$ cat config.mk
export PLATFORM = sky130hd
export DESIGN_NAME = c_escape_sequence_decoder_unit
export DESIGN_NICKNAME = d
export VERILOG_FILES = /design/src/sv/c_esc_pkg.sv /design/src/sv/c_escape_sequence_decoder_unit.sv /design/src/sv/c_esc_core.sv
export VERILOG_INCLUDE_DIRS = /design/src /design/src/sv
export SDC_FILE = /design/constraint.sdc
export NUM_CORES = 1
export LEC_CHECK = 0
export BUFFER_PORTS_ARGS = -buffer_cell sky130_fd_sc_hd__buf_2
export CELL_PAD_IN_SITES_DETAIL_PLACEMENT = 0
export CELL_PAD_IN_SITES_GLOBAL_PLACEMENT = 1
export CORE_MARGIN = 2
export CORE_UTILIZATION = 45
export DETAILED_ROUTE_END_ITERATION = 8
export GPL_TIMING_DRIVEN = 0
export PLACE_DENSITY = 0.88
export SLEW_MARGIN = 20
export SYNTH_ARGS = -nofsm -noshare
export SYNTH_HDL_FRONTEND = slang
export SYNTH_SLANG_ARGS = --single-unit
$ cat constraint.sdc
create_clock -name clock -period 12.19 [get_ports clock]
set_clock_uncertainty 0.2 [all_clocks]
set_input_delay 0.6095 -clock clock [delete_from_list [all_inputs] [get_ports clock]]
set_output_delay 0.6095 -clock clock [all_outputs]
set_load 0.05 [all_outputs]
$ cat src/sv/assert_macros.svh
// Assertion macros shared by the RTL; all sample on clock and mute during reset.
`ifndef ASSERT_MACROS_SVH
`define ASSERT_MACROS_SVH

// Property that must hold in the same cycle.
`define ASSERT_NOW(name, expr, msg) \
   name: assert property (@(posedge clock) disable iff (reset) (expr)) else $error(msg);

// Implication checked in the cycle after the premise.
`define ASSERT_NEXT(name, pre, post, msg) \
   name: assert property (@(posedge clock) disable iff (reset) (pre) |=> (post)) \
      else $error(msg);

`endif

$ cat src/sv/c_esc_pkg.sv
// Shared types and constants for the C escape sequence decoder.
`default_nettype none

package c_esc_pkg;

   localparam int unsigned LengthBitsDefault = 16;
   localparam int unsigned CountW            = 16;
   localparam int unsigned ByteW             = 8;

   typedef struct packed {
      logic [ByteW-1:0]  out_byte;
      logic              byte_valid;
      logic              done_res;
      logic              failed;
      logic [CountW-1:0] count;
   } rsp_type;

endpackage

`default_nettype wire

$ cat src/sv/c_escape_sequence_decoder_unit.sv
// Each result reaches rsp_* via the input register, then the result register.
// Throughput: one request per cycle while rsp_ready is high; decode is one short pass.
// An input register and a result register decouple the two sides; a request that
// yields no result (escape prefixes, dropped bytes) still passes the decode stage.
// Reset (synchronous, active high) empties both registers and returns to idle,
// outside any escape, with offset, length and hex nibble at zero.
`default_nettype none

module c_escape_sequence_decoder_unit import c_esc_pkg::*; #(
   parameter int unsigned LENGTH_BITS = LengthBitsDefault
) (
   input  wire logic              clock,
   input  wire logic              reset,
   // request channel: one source byte per request
   input  wire logic              req_valid,
   output logic                   req_ready,
   input  wire logic [ByteW-1:0]  req_in_byte,
   // result channel
   output logic                   rsp_valid,
   input  wire logic              rsp_ready,
   output logic [ByteW-1:0]       rsp_out_byte,
   output logic                   rsp_byte_valid,
   output logic                   rsp_done_res,
   output logic                   rsp_failed,
   output logic [CountW-1:0]      rsp_count
);

`include "assert_macros.svh"

   // input register
   logic             in_valid_ff, in_valid_in;
   logic [ByteW-1:0] in_byte_ff;

   // result register
   logic             rsp_valid_ff, rsp_valid_in;
   rsp_type          rsp_ff;

   logic             req_accept;
   logic             advance;     // held request moves through the decode step
   logic             produce;     // that step yields a result
   rsp_type          step_rsp;
   logic [2:0]       rsp_kind;    // byte, done, failed flags of the held result

   // decode may proceed whenever the result slot is free or being emptied
   assign advance    = in_valid_ff && (!rsp_valid_ff || rsp_ready);
   assign req_ready  = !in_valid_ff || advance;
   assign req_accept = req_valid && req_ready;

   c_esc_core #(
      .LENGTH_BITS (LENGTH_BITS)
   ) u_core (
      .clock   (clock),
      .reset   (reset),
      .advance (advance),
      .in_byte (in_byte_ff),
      .produce (produce),
      .result  (step_rsp)
   );

   always_comb begin
      if (req_accept) begin
         in_valid_in = 1'b1;
      end else if (advance) begin
         in_valid_in = 1'b0;
      end else begin
         in_valid_in = in_valid_ff;
      end

      if (advance) begin
         rsp_valid_in = produce;
      end else if (rsp_ready) begin
         rsp_valid_in = 1'b0;
      end else begin
         rsp_valid_in = rsp_valid_ff;
      end
   end

   always_ff @(posedge clock) begin
      if (reset) begin
         in_valid_ff  <= 1'b0;
         rsp_valid_ff <= 1'b0;
      end else begin
         in_valid_ff  <= in_valid_in;
         rsp_valid_ff <= rsp_valid_in;
      end
   end

   // payload: no reset needed
   always_ff @(posedge clock) begin
      if (req_accept) begin
         in_byte_ff <= req_in_byte;
      end
      if (advance && produce) begin
         rsp_ff <= step_rsp;
      end
   end

   assign rsp_valid      = rsp_valid_ff;
   assign rsp_out_byte   = rsp_ff.out_byte;
   assign rsp_byte_valid = rsp_ff.byte_valid;
   assign rsp_done_res   = rsp_ff.done_res;
   assign rsp_failed     = rsp_ff.failed;
   assign rsp_count      = rsp_ff.count;
   assign rsp_kind       = {rsp_byte_valid, rsp_done_res, rsp_failed};

   // a result is exactly one of: decoded byte, string done, string failed
   `ASSERT_NOW(a_one_kind, !rsp_valid || $onehot(rsp_kind), "result kind not one-hot")
   // non-byte results carry a zero byte; byte results carry a zero count
   `ASSERT_NOW(a_byte_zero, !rsp_valid || rsp_byte_valid || rsp_out_byte == '0, "stray byte")
   `ASSERT_NOW(a_cnt_zero, !rsp_valid || !rsp_byte_valid || rsp_count == '0, "count on byte")
   // a held request is never lost while the decode stage is blocked
   `ASSERT_NEXT(a_hold_req, in_valid_ff && !advance, in_valid_ff, "held request dropped")

endmodule

`default_nettype wire

$ cat src/sv/c_esc_core.sv
// Per-byte decode step: escape state, counters and the result for one request.
`default_nettype none

module c_esc_core import c_esc_pkg::*; #(
   parameter int unsigned LENGTH_BITS = LengthBitsDefault
) (
   input  wire logic             clock,
   input  wire logic             reset,
   input  wire logic             advance,
   input  wire logic [ByteW-1:0] in_byte,
   output logic                  produce,
   output rsp_type               result
);

   typedef enum logic [2:0] {
      PhIdle  = 3'd0,
      PhEsc   = 3'd1,
      PhHex1  = 3'd2,
      PhHex2  = 3'd3,
      PhDrain = 3'd4
   } phase_type;

   localparam logic [ByteW-1:0] ChNul   = 8'h00;
   localparam logic [ByteW-1:0] ChBksl  = 8'h5C;
   localparam logic [ByteW-1:0] ChDquo  = 8'h22;
   localparam logic [ByteW-1:0] ChSquo  = 8'h27;
   localparam logic [ByteW-1:0] ChN     = 8'h6E;
   localparam logic [ByteW-1:0] ChR     = 8'h72;
   localparam logic [ByteW-1:0] ChT     = 8'h74;
   localparam logic [ByteW-1:0] ChX     = 8'h78;
   localparam logic [ByteW-1:0] ChXUp   = 8'h58;
   localparam logic [ByteW-1:0] ChLf    = 8'h0A;
   localparam logic [ByteW-1:0] ChCr    = 8'h0D;
   localparam logic [ByteW-1:0] ChTab   = 8'h09;
   localparam logic [ByteW-1:0] ChSpace = 8'h20;
   localparam logic [ByteW-1:0] ChTilde = 8'h7E;
   localparam logic [ByteW-1:0] ChNine  = 8'h39;
   localparam logic [ByteW-1:0] HexAdj  = 8'h09;

   localparam logic [LENGTH_BITS-1:0] CntMax = '1;

   phase_type              phase_ff, phase_in;
   logic [3:0]             nib_ff, nib_in;
   logic [LENGTH_BITS-1:0] src_ff, src_in;
   logic [LENGTH_BITS-1:0] len_ff, len_in;

   logic [LENGTH_BITS-1:0] src_p1, src_p3, len_p1;
   logic                   is_hex;
   logic [3:0]             hex_val;
   logic [ByteW-1:0]       hex_sum;
   logic [ByteW-1:0]       esc_byte;
   logic                   esc_good;

   function automatic logic [LENGTH_BITS-1:0] sat_add(
      input logic [LENGTH_BITS-1:0] v,
      input logic [1:0]             k
   );
      logic [LENGTH_BITS:0] s;
      s = {1'b0, v} + {{(LENGTH_BITS-1){1'b0}}, k};
      return s[LENGTH_BITS] ? CntMax : s[LENGTH_BITS-1:0];
   endfunction

   function automatic logic [CountW-1:0] clamp(input logic [LENGTH_BITS-1:0] v);
      logic [31:0] w;
      w = 32'(v);
      return (w > 32'h0000_FFFF) ? 16'hFFFF : w[CountW-1:0];
   endfunction

   assign src_p1  = sat_add(src_ff, 2'd1);
   assign src_p3  = sat_add(src_ff, 2'd3);
   assign len_p1  = sat_add(len_ff, 2'd1);
   assign is_hex  = in_byte inside {[8'h30:8'h39], [8'h61:8'h66], [8'h41:8'h46]};
   assign hex_sum = (in_byte > ChNine) ? in_byte + HexAdj : in_byte;
   assign hex_val = hex_sum[3:0];

   always_comb begin
      esc_good = 1'b1;
      esc_byte = ChNul;
      case (in_byte)
         ChN:     esc_byte = ChLf;
         ChR:     esc_byte = ChCr;
         ChT:     esc_byte = ChTab;
         ChDquo:  esc_byte = ChDquo;
         ChSquo:  esc_byte = ChSquo;
         ChBksl:  esc_byte = ChBksl;
         default: esc_good = 1'b0;
      endcase
   end

   always_comb begin
      phase_in = phase_ff;
      nib_in   = nib_ff;
      src_in   = src_ff;
      len_in   = len_ff;
      produce  = 1'b0;
      result   = '0;

      case (phase_ff)
         PhDrain: begin
            if (in_byte == ChNul) begin
               phase_in = PhIdle;
               nib_in   = '0;
               src_in   = '0;
               len_in   = '0;
            end
         end
         PhEsc: begin
            if (esc_good) begin
               phase_in          = PhIdle;
               src_in            = src_p1;
               len_in            = len_p1;
               produce           = 1'b1;
               result.out_byte   = esc_byte;
               result.byte_valid = 1'b1;
            end else if (in_byte == ChX || in_byte == ChXUp) begin
               phase_in = PhHex1;
            end else begin
               produce       = 1'b1;
               result.failed = 1'b1;
               result.count  = clamp(src_ff);
            end
         end
         PhHex1: begin
            if (is_hex) begin
               nib_in   = hex_val;
               phase_in = PhHex2;
            end else begin
               produce       = 1'b1;
               result.failed = 1'b1;
               result.count  = clamp(src_ff);
            end
         end
         PhHex2: begin
            if (is_hex) begin
               phase_in          = PhIdle;
               src_in            = src_p3;
               len_in            = len_p1;
               nib_in            = '0;
               produce           = 1'b1;
               result.out_byte   = {nib_ff, hex_val};
               result.byte_valid = 1'b1;
            end else begin
               produce       = 1'b1;
               result.failed = 1'b1;
               result.count  = clamp(src_ff);
            end
         end
         default: begin
            if (in_byte == ChNul) begin
               produce         = 1'b1;
               result.done_res = 1'b1;
               result.count    = clamp(len_ff);
               phase_in        = PhIdle;
               nib_in          = '0;
               src_in          = '0;
               len_in          = '0;
            end else if (in_byte == ChBksl) begin
               src_in   = src_p1;
               phase_in = PhEsc;
            end else if (in_byte inside {[ChSpace:ChTilde]}) begin
               phase_in          = PhIdle;
               src_in            = src_p1;
               len_in            = len_p1;
               produce           = 1'b1;
               result.out_byte   = in_byte;
               result.byte_valid = 1'b1;
            end else begin
               produce       = 1'b1;
               result.failed = 1'b1;
               result.count  = clamp(src_ff);
            end
         end
      endcase

      // any failure: a zero byte closes the string now, else drop to the terminator
      if (result.failed) begin
         if (in_byte == ChNul) begin
            phase_in = PhIdle;
            nib_in   = '0;
            src_in   = '0;
            len_in   = '0;
         end else begin
            phase_in = PhDrain;
         end
      end
   end

   always_ff @(posedge clock) begin
      if (reset) begin
         phase_ff <= PhIdle;
         nib_ff   <= '0;
         src_ff   <= '0;
         len_ff   <= '0;
      end else if (advance) begin
         phase_ff <= phase_in;
         nib_ff   <= nib_in;
         src_ff   <= src_in;
         len_ff   <= len_in;
      end
   end

endmodule

`default_nettype wire

Yosys cells after proc, flatten, opt, wreduce, memory -nomap -nowiden
Cells that the tools add are included.
{"block": "word_totals", "register_bits": 76, "output_inout_bits": 29, "elab_cells": 129}
{"block": "classes", "add_sub_neg": 4, "order_cmp": 9, "n_eq_ne": 16, "n_mux": 66, "n_reduce_logical": 22}
{"operator": "$mux W16", "n": 20}
{"operator": "$pmux W16 S4", "n": 2}
{"operator": "$mux W17", "n": 5}
{"operator": "$pmux W17 S3", "n": 1}
{"operator": "$eq A8 B7 Y1 const B", "n": 6}
{"operator": "$pmux W7 S6", "n": 1}
{"operator": "$mux W9", "n": 4}
{"operator": "$add A16 B1 Y17 const B", "n": 2}
{"operator": "$mux W3", "n": 10}
{"operator": "$pmux W9 S3", "n": 1}
{"operator": "$le A8 B7 Y1 const B", "n": 3}
{"operator": "$mux W4", "n": 6}
{"operator": "$add A16 B2 Y17 const B", "n": 1}
{"operator": "$eq A8 B6 Y1 const B", "n": 2}
{"operator": "$ge A8 B6 Y1 const B", "n": 2}
{"operator": "$ge A8 B7 Y1 const B", "n": 2}
{"operator": "$mux W1", "n": 12}
{"operator": "$pmux W3 S4", "n": 1}
{"operator": "$pmux W4 S3", "n": 1}
{"operator": "$ne A3 B2 Y1 const B", "n": 3}
{"operator": "$gt A8 B6 Y1 const B", "n": 1}
{"operator": "$le A8 B6 Y1 const B", "n": 1}
{"operator": "$logic_not A8 Y1", "n": 1}
{"operator": "$mux W8", "n": 1}
{"operator": "16 further kinds", "n": 28}

Longest topological paths before layout
{"block": "depth", "ltp_word": 8, "depth_mapped": 12, "mapped_depth_nobuf": 9}

Modules after synthesis
Synthesis repeated with hierarchy kept, for this count alone.
{"block": "hier_totals", "hier_cells": 612, "hier_area_um2": 5078.6}
{"module": "c_esc_core", "instances": 1, "cells_per_inst": 566, "area_per_inst_um2": 3925.0, "seq_area_each_um2": 780.7}
{"module": "c_escape_sequence_decoder_unit", "instances": 1, "cells_per_inst": 46, "area_per_inst_um2": 1153.6, "seq_area_each_um2": 1091.0}

Worst setup path after synthesis
OpenSTA, ideal clock, no wires.
{"block": "synth_path", "path_type": "flip-flop to flip-flop", "from": "register in_byte_ff[0]", "to": "register rsp_ff (netlist bit rsp_byte_valid) (enable)", "setup_ns": 0.445, "arrival_time_ns": 3.861, "t_required_ns": 11.545, "setup_slack_ns": 7.684, "stages_incl_launch_ff": 8, "synth_period_minus_slack_ns": 4.506, "path_cell_list": "edfxtp_1 > inv_1 > ha_1 > or3b_4 > o221a_4 > o311ai_0 > a21oi_1 > nor3_1"}
{"block": "synth_between", "elab_chain_cells": 6, "word_cells_on_any_way": 29}
{"item": "start, declared", "line_no": "c_escape_sequence_decoder_unit.sv:32", "text": "logic [ByteW-1:0] in_byte_ff;"}
{"item": "start signal, assigned", "line_no": "c_escape_sequence_decoder_unit.sv:91", "text": "in_byte_ff <= req_in_byte;"}
{"item": "$ge A8 B6 Y1, or another cell as far along", "line_no": "c_esc_core.sv:72", "text": "assign is_hex = in_byte inside {[8'h30:8'h39], [8'h61:8'h66], [8'h41:8'h46]};"}
{"item": "$logic_and A1 B1 Y1, or another cell as far along", "line_no": "c_esc_core.sv:72"}
{"item": "$reduce_bool A3 Y1, or another cell as far along", "line_no": "c_esc_core.sv:72"}
{"item": "$mux W1, on equally long branches", "line_no": "c_esc_core.sv:124, c_esc_core.sv:108"}
{"item": "$pmux W1 S4 (*)", "line_no": "c_esc_core.sv:98", "text": "case (phase_ff)"}
{"item": "$logic_and A1 B1 Y1 (*)", "line_no": "c_escape_sequence_decoder_unit.sv:93", "text": "if (advance && produce) begin"}
{"item": "end signal, assigned", "line_no": "c_escape_sequence_decoder_unit.sv:94", "text": "rsp_ff <= step_rsp;"}
{"item": "end, declared", "line_no": "c_escape_sequence_decoder_unit.sv:36", "text": "rsp_type rsp_ff;"}
Every way passes the cells marked *; elsewhere a longest branch is shown, timed or not.
A chain may end at the register's enable or synchronous reset.

Worst setup path in the final report
{"block": "layout_path", "from": "register in_byte_ff[0]", "to": "register u_core.len_ff[8]"}
{"block": "layout_between", "elab_chain_cells": 8, "word_cells_on_any_way": 41}
{"item": "$ge A8 B6 Y1 or $le A8 B7 Y1 (tied branches)", "line_no": "c_esc_core.sv:160", "text": "end else if (in_byte inside {[ChSpace:ChTilde]}) begin"}
{"item": "$logic_and A1 B1 Y1", "line_no": "c_esc_core.sv:160"}
{"item": "$mux W16", "line_no": "c_esc_core.sv:160"}
{"item": "$mux W16", "line_no": "c_esc_core.sv:157", "text": "end else if (in_byte == ChBksl) begin"}
{"item": "$mux W16", "line_no": "c_esc_core.sv:149", "text": "if (in_byte == ChNul) begin"}
{"item": "$pmux W16 S4", "line_no": "c_esc_core.sv:98"}
{"item": "$mux W16", "line_no": "c_esc_core.sv:177", "text": "if (in_byte == ChNul) begin"}
{"item": "$mux W16 (*)", "line_no": "c_esc_core.sv:176", "text": "if (result.failed) begin"}
{"item": "end signal, assigned", "line_no": "c_esc_core.sv:198", "text": "len_ff <= len_in;"}
{"item": "end, declared", "line_no": "c_esc_core.sv:45", "text": "logic [LENGTH_BITS-1:0] len_ff, len_in;"}
Marked as above.

==> run_results.csv <==
group,metric,value,unit
sta,whs,0.227,ns
logic_synthesis,synth_async_sr_flop_share,0,
sta,relSlewSlack,0.316,
detailed_routing,ant_nets,0,
worst_setup_path,endpoint_kind,"register",
die,start_util,0.467,
worst_setup_path,crit_fanout,9,
worst_setup_path,path_class,"register to register",
placement,port-buffer-count,39,
logic_synthesis,synth_top_area_share,0.216,
run_status,outcome,"completed",
logic_synthesis,yosys-top-cells-area,"edfxtp_1 22%, dfxtp_1 17%, o21ai_0 6.3%",
logic_synthesis,synth_area_leader_cell,"edfxtp_1",
detailed_routing,viasPerCell,6.35,
global_routing,grt_max_degree,14,
worst_setup_path,cp-start-kind,"register",
cells_and_area,syn_to_final_growth,12.5,%
placement,place_area,0.00525,sq mm
clock_tree,cts-htree-levels,3,
die,rows,37,
clock_tree,cts_tree,"built",
logic_synthesis,netlist_area,0.00487,sq mm
clock_tree,clkTransAtPathRegs,0.09,ns
worst_setup_path,crit_required,12.21,ns
clock_tree,cts_buffer_depth,2,
global_routing,overflow,0,
logic_synthesis,syn_avg_cell_area,8.45,sq um
logic_synthesis,yosysMostFrequentCell,"o21ai_0",
logic_synthesis,synthDistinctLibCells,73,
global_routing,track_usage,0.250,
sta,rsz0062_at_grt,"false",
logic_synthesis,synth_flop_cell,"dfxtp_1",
die,dieWidth,108,um
run,cap_violations,0,
logic_synthesis,yosys_warnings,0,
sta,worst_pin_slew,1.02,ns
worst_setup_path,cp.arrival,4.04,ns
clock_tree,cts-root-buf,"clkbuf_8",
sta,final-hold-violation-count,0,
cells_and_area,fin_area,0.00548,sq mm
detailed_routing,wl,14.3,mm
detailed_routing,drt_iter0_drc,444,
cells_and_area,insertedDiodeCount,0,
die,ios,41,
placement,dp_hpwl,10.4,mm
clock_tree,hold_buffers,0,
power,peakVddDrop,55.1,uV
sta,period_share,0.330,
cells_and_area,drive_gt1_frac,0.131,
sta,slew_viol_final,0,
clock_tree,cts-resized-gates,0,
placement,gp_routability_congestion,0.966,
hold_path,hp-class,"primary input to register",
global_routing,grt_pass1_vias,4602,
logic_synthesis,synth_common_cells,"61 x o21ai_0, 50 x a21oi_1, 43 x nand2_1, 42 x nor2_1, 41 x dfxtp_1",
die,dieHeight,108,um
sta,setup_viol,0,
power,powerDensity,105,mW/mm^2
global_routing,grt_pass1_wl,23.1,mm
logic_synthesis,netlist_instances,576,
sta,fin_crit,4.02,ns
detailed_routing,wire_per_inst,18.6,um
clock_tree,cts_made_buffers,9,
detailed_routing,remaining_drc_errors,0,
die,dieArea,0.0117,sq mm
logic_synthesis,synth_edf_count,35,
clock_tree,cts_setup_buffers,0,
global_routing,antenna_found_initial,0,
logic_synthesis,synth_seq_cells,76,
clock_tree,clock_sinks,76,
power,p_leak,1.85,nW
detailed_routing,firstDrtPassIters,6,
sta,fin_tns_setup,0,ns
detailed_routing,vias,4882,
cells_and_area,nets,648,
logic_synthesis,ys_seq_area_frac,0.385,
clock_tree,clk_latency,0.36,ns
sta,max_freq,249,MHz
cells_and_area,n_fill_cell,1010,
logic_synthesis,synth_nets,596,
die,core_area,0.0104,sq mm
==> cells by family (layout without fill, tap and decap cells) <==
kind of cell | Yosys count | in the layout | synth area share
flip-flops | 76 | 76 | 0.385
AO/OA/AOI/OAI | 219 | 219 | 0.301
multiplexers | 2 | 2 | 0.00437
AND/OR/NAND/NOR | 197 | 197 | 0.211
adder cells (fa/ha/maj) | 9 | 9 | 0.0226
buffers and inverters | 61 | 118 | 0.0548
XOR/XNOR | 12 | 12 | 0.0216
==> critical path, cell delays in order (launching register included) <==
cell	delay, ns
edfxtp_1	0.52
inv_1	0.21
ha_1	0.28
nand4b_1	0.16
nor3_1	0.55
a211o_1	0.20
or2_1	0.11
clkbuf_1	0.26
nand4_1	0.42
o211ai_1	0.81
o21ai_0	0.18
==> sequential cells by signal, indices dropped and copies added (netlist names) <==
name             count
in_valid_ff          1
rsp_done_res         1
rsp_out_byte         8
u_core.len_ff       16
u_core.nib_ff        4
rsp_byte_valid       1
rsp_count           16
u_core.phase_ff      3
rsp_failed           1
rsp_valid            1
in_byte_ff           8
u_core.src_ff       16
==> per-stage QoR <==
stage | power [W] | util | setup WS (ns) | cells
floorplan | 0.000339 | - | 7.68 | 576
global placement | 0.000359 | 0.502 | 6.52 | 751
detailed placement | 0.000360 | 0.504 | 8.23 | 753
CTS | 0.000578 | 0.526 | 8.23 | 769
global route | 0.000596 | 0.526 | 7.90 | 769
finish | 0.000576 | 0.526 | 8.17 | 769
==> metal layers <==
| metal | up-vias | track usage | share of wire |
|---|---|---|---|
| li1 | 2304 | - | - |
| met1 | 2281 | 0.332 | 0.42 |
| met2 | 256 | 0.407 | 0.46 |
| met3 | 41 | 0.0458 | 0.089 |
| met4 | 0 | 0.0952 | 0.029 |
| met5 | - | 0 | 0 |
==> area by class of cell <==
cell class                 instances  area, sq um  area share
clock inverter                     6         86.3      0.0158
buffer                            37          176      0.0322
inverter                          24         90.1      0.0164
tap                              136          170      0.0311
multi-input combinational        439         2730       0.499
clock buffer                      10          138      0.0251
timing repair buffer              41          210      0.0384
sequential                        76         1870       0.342
==> worst paths after layout <==
check / from / endpoint / slack, ns / cells after the start
worst max register to register: in_byte_ff[0] / u_core.len_ff[8] / 8.17 / 10
worst min register to register: u_core.nib_ff[0] / u_core.nib_ff[0] / 0.27 / 1
worst min-delay path: req_in_byte[6] / in_byte_ff[6] / 0.23 / 1
worst max-delay path: in_byte_ff[0] / u_core.len_ff[8] / 8.17 / 10
==> layout by cell type, fill, tap and decap left out, types with 10 or more instances in the layout <==
| cell | count |
|---|---|
| edfxtp_1 | 35 |
| dfxtp_1 | 41 |
| buf_2 | 45 |
| clkbuf_1 | 25 |
| inv_1 | 24 |
| a22o_1 | 16 |
| a21oi_1 | 50 |
| nand2_1 | 43 |
| nor3_1 | 16 |
| xnor2_1 | 10 |
| nor2_1 | 42 |
| clkbuf_8 | 10 |
| o21ai_0 | 61 |
| nand3_1 | 26 |
| a31oi_1 | 10 |
==> power breakdown <==
group	internal, W	total [W]	switching [W]
Sequential	0.000274	0.000278	0.00000406
Combinational	0.0000215	0.0000773	0.0000558
Clock	0.000121	0.000221	0.0000997
Total	0.000416	0.000576	0.000160
(Power assumes the default switching activity.)
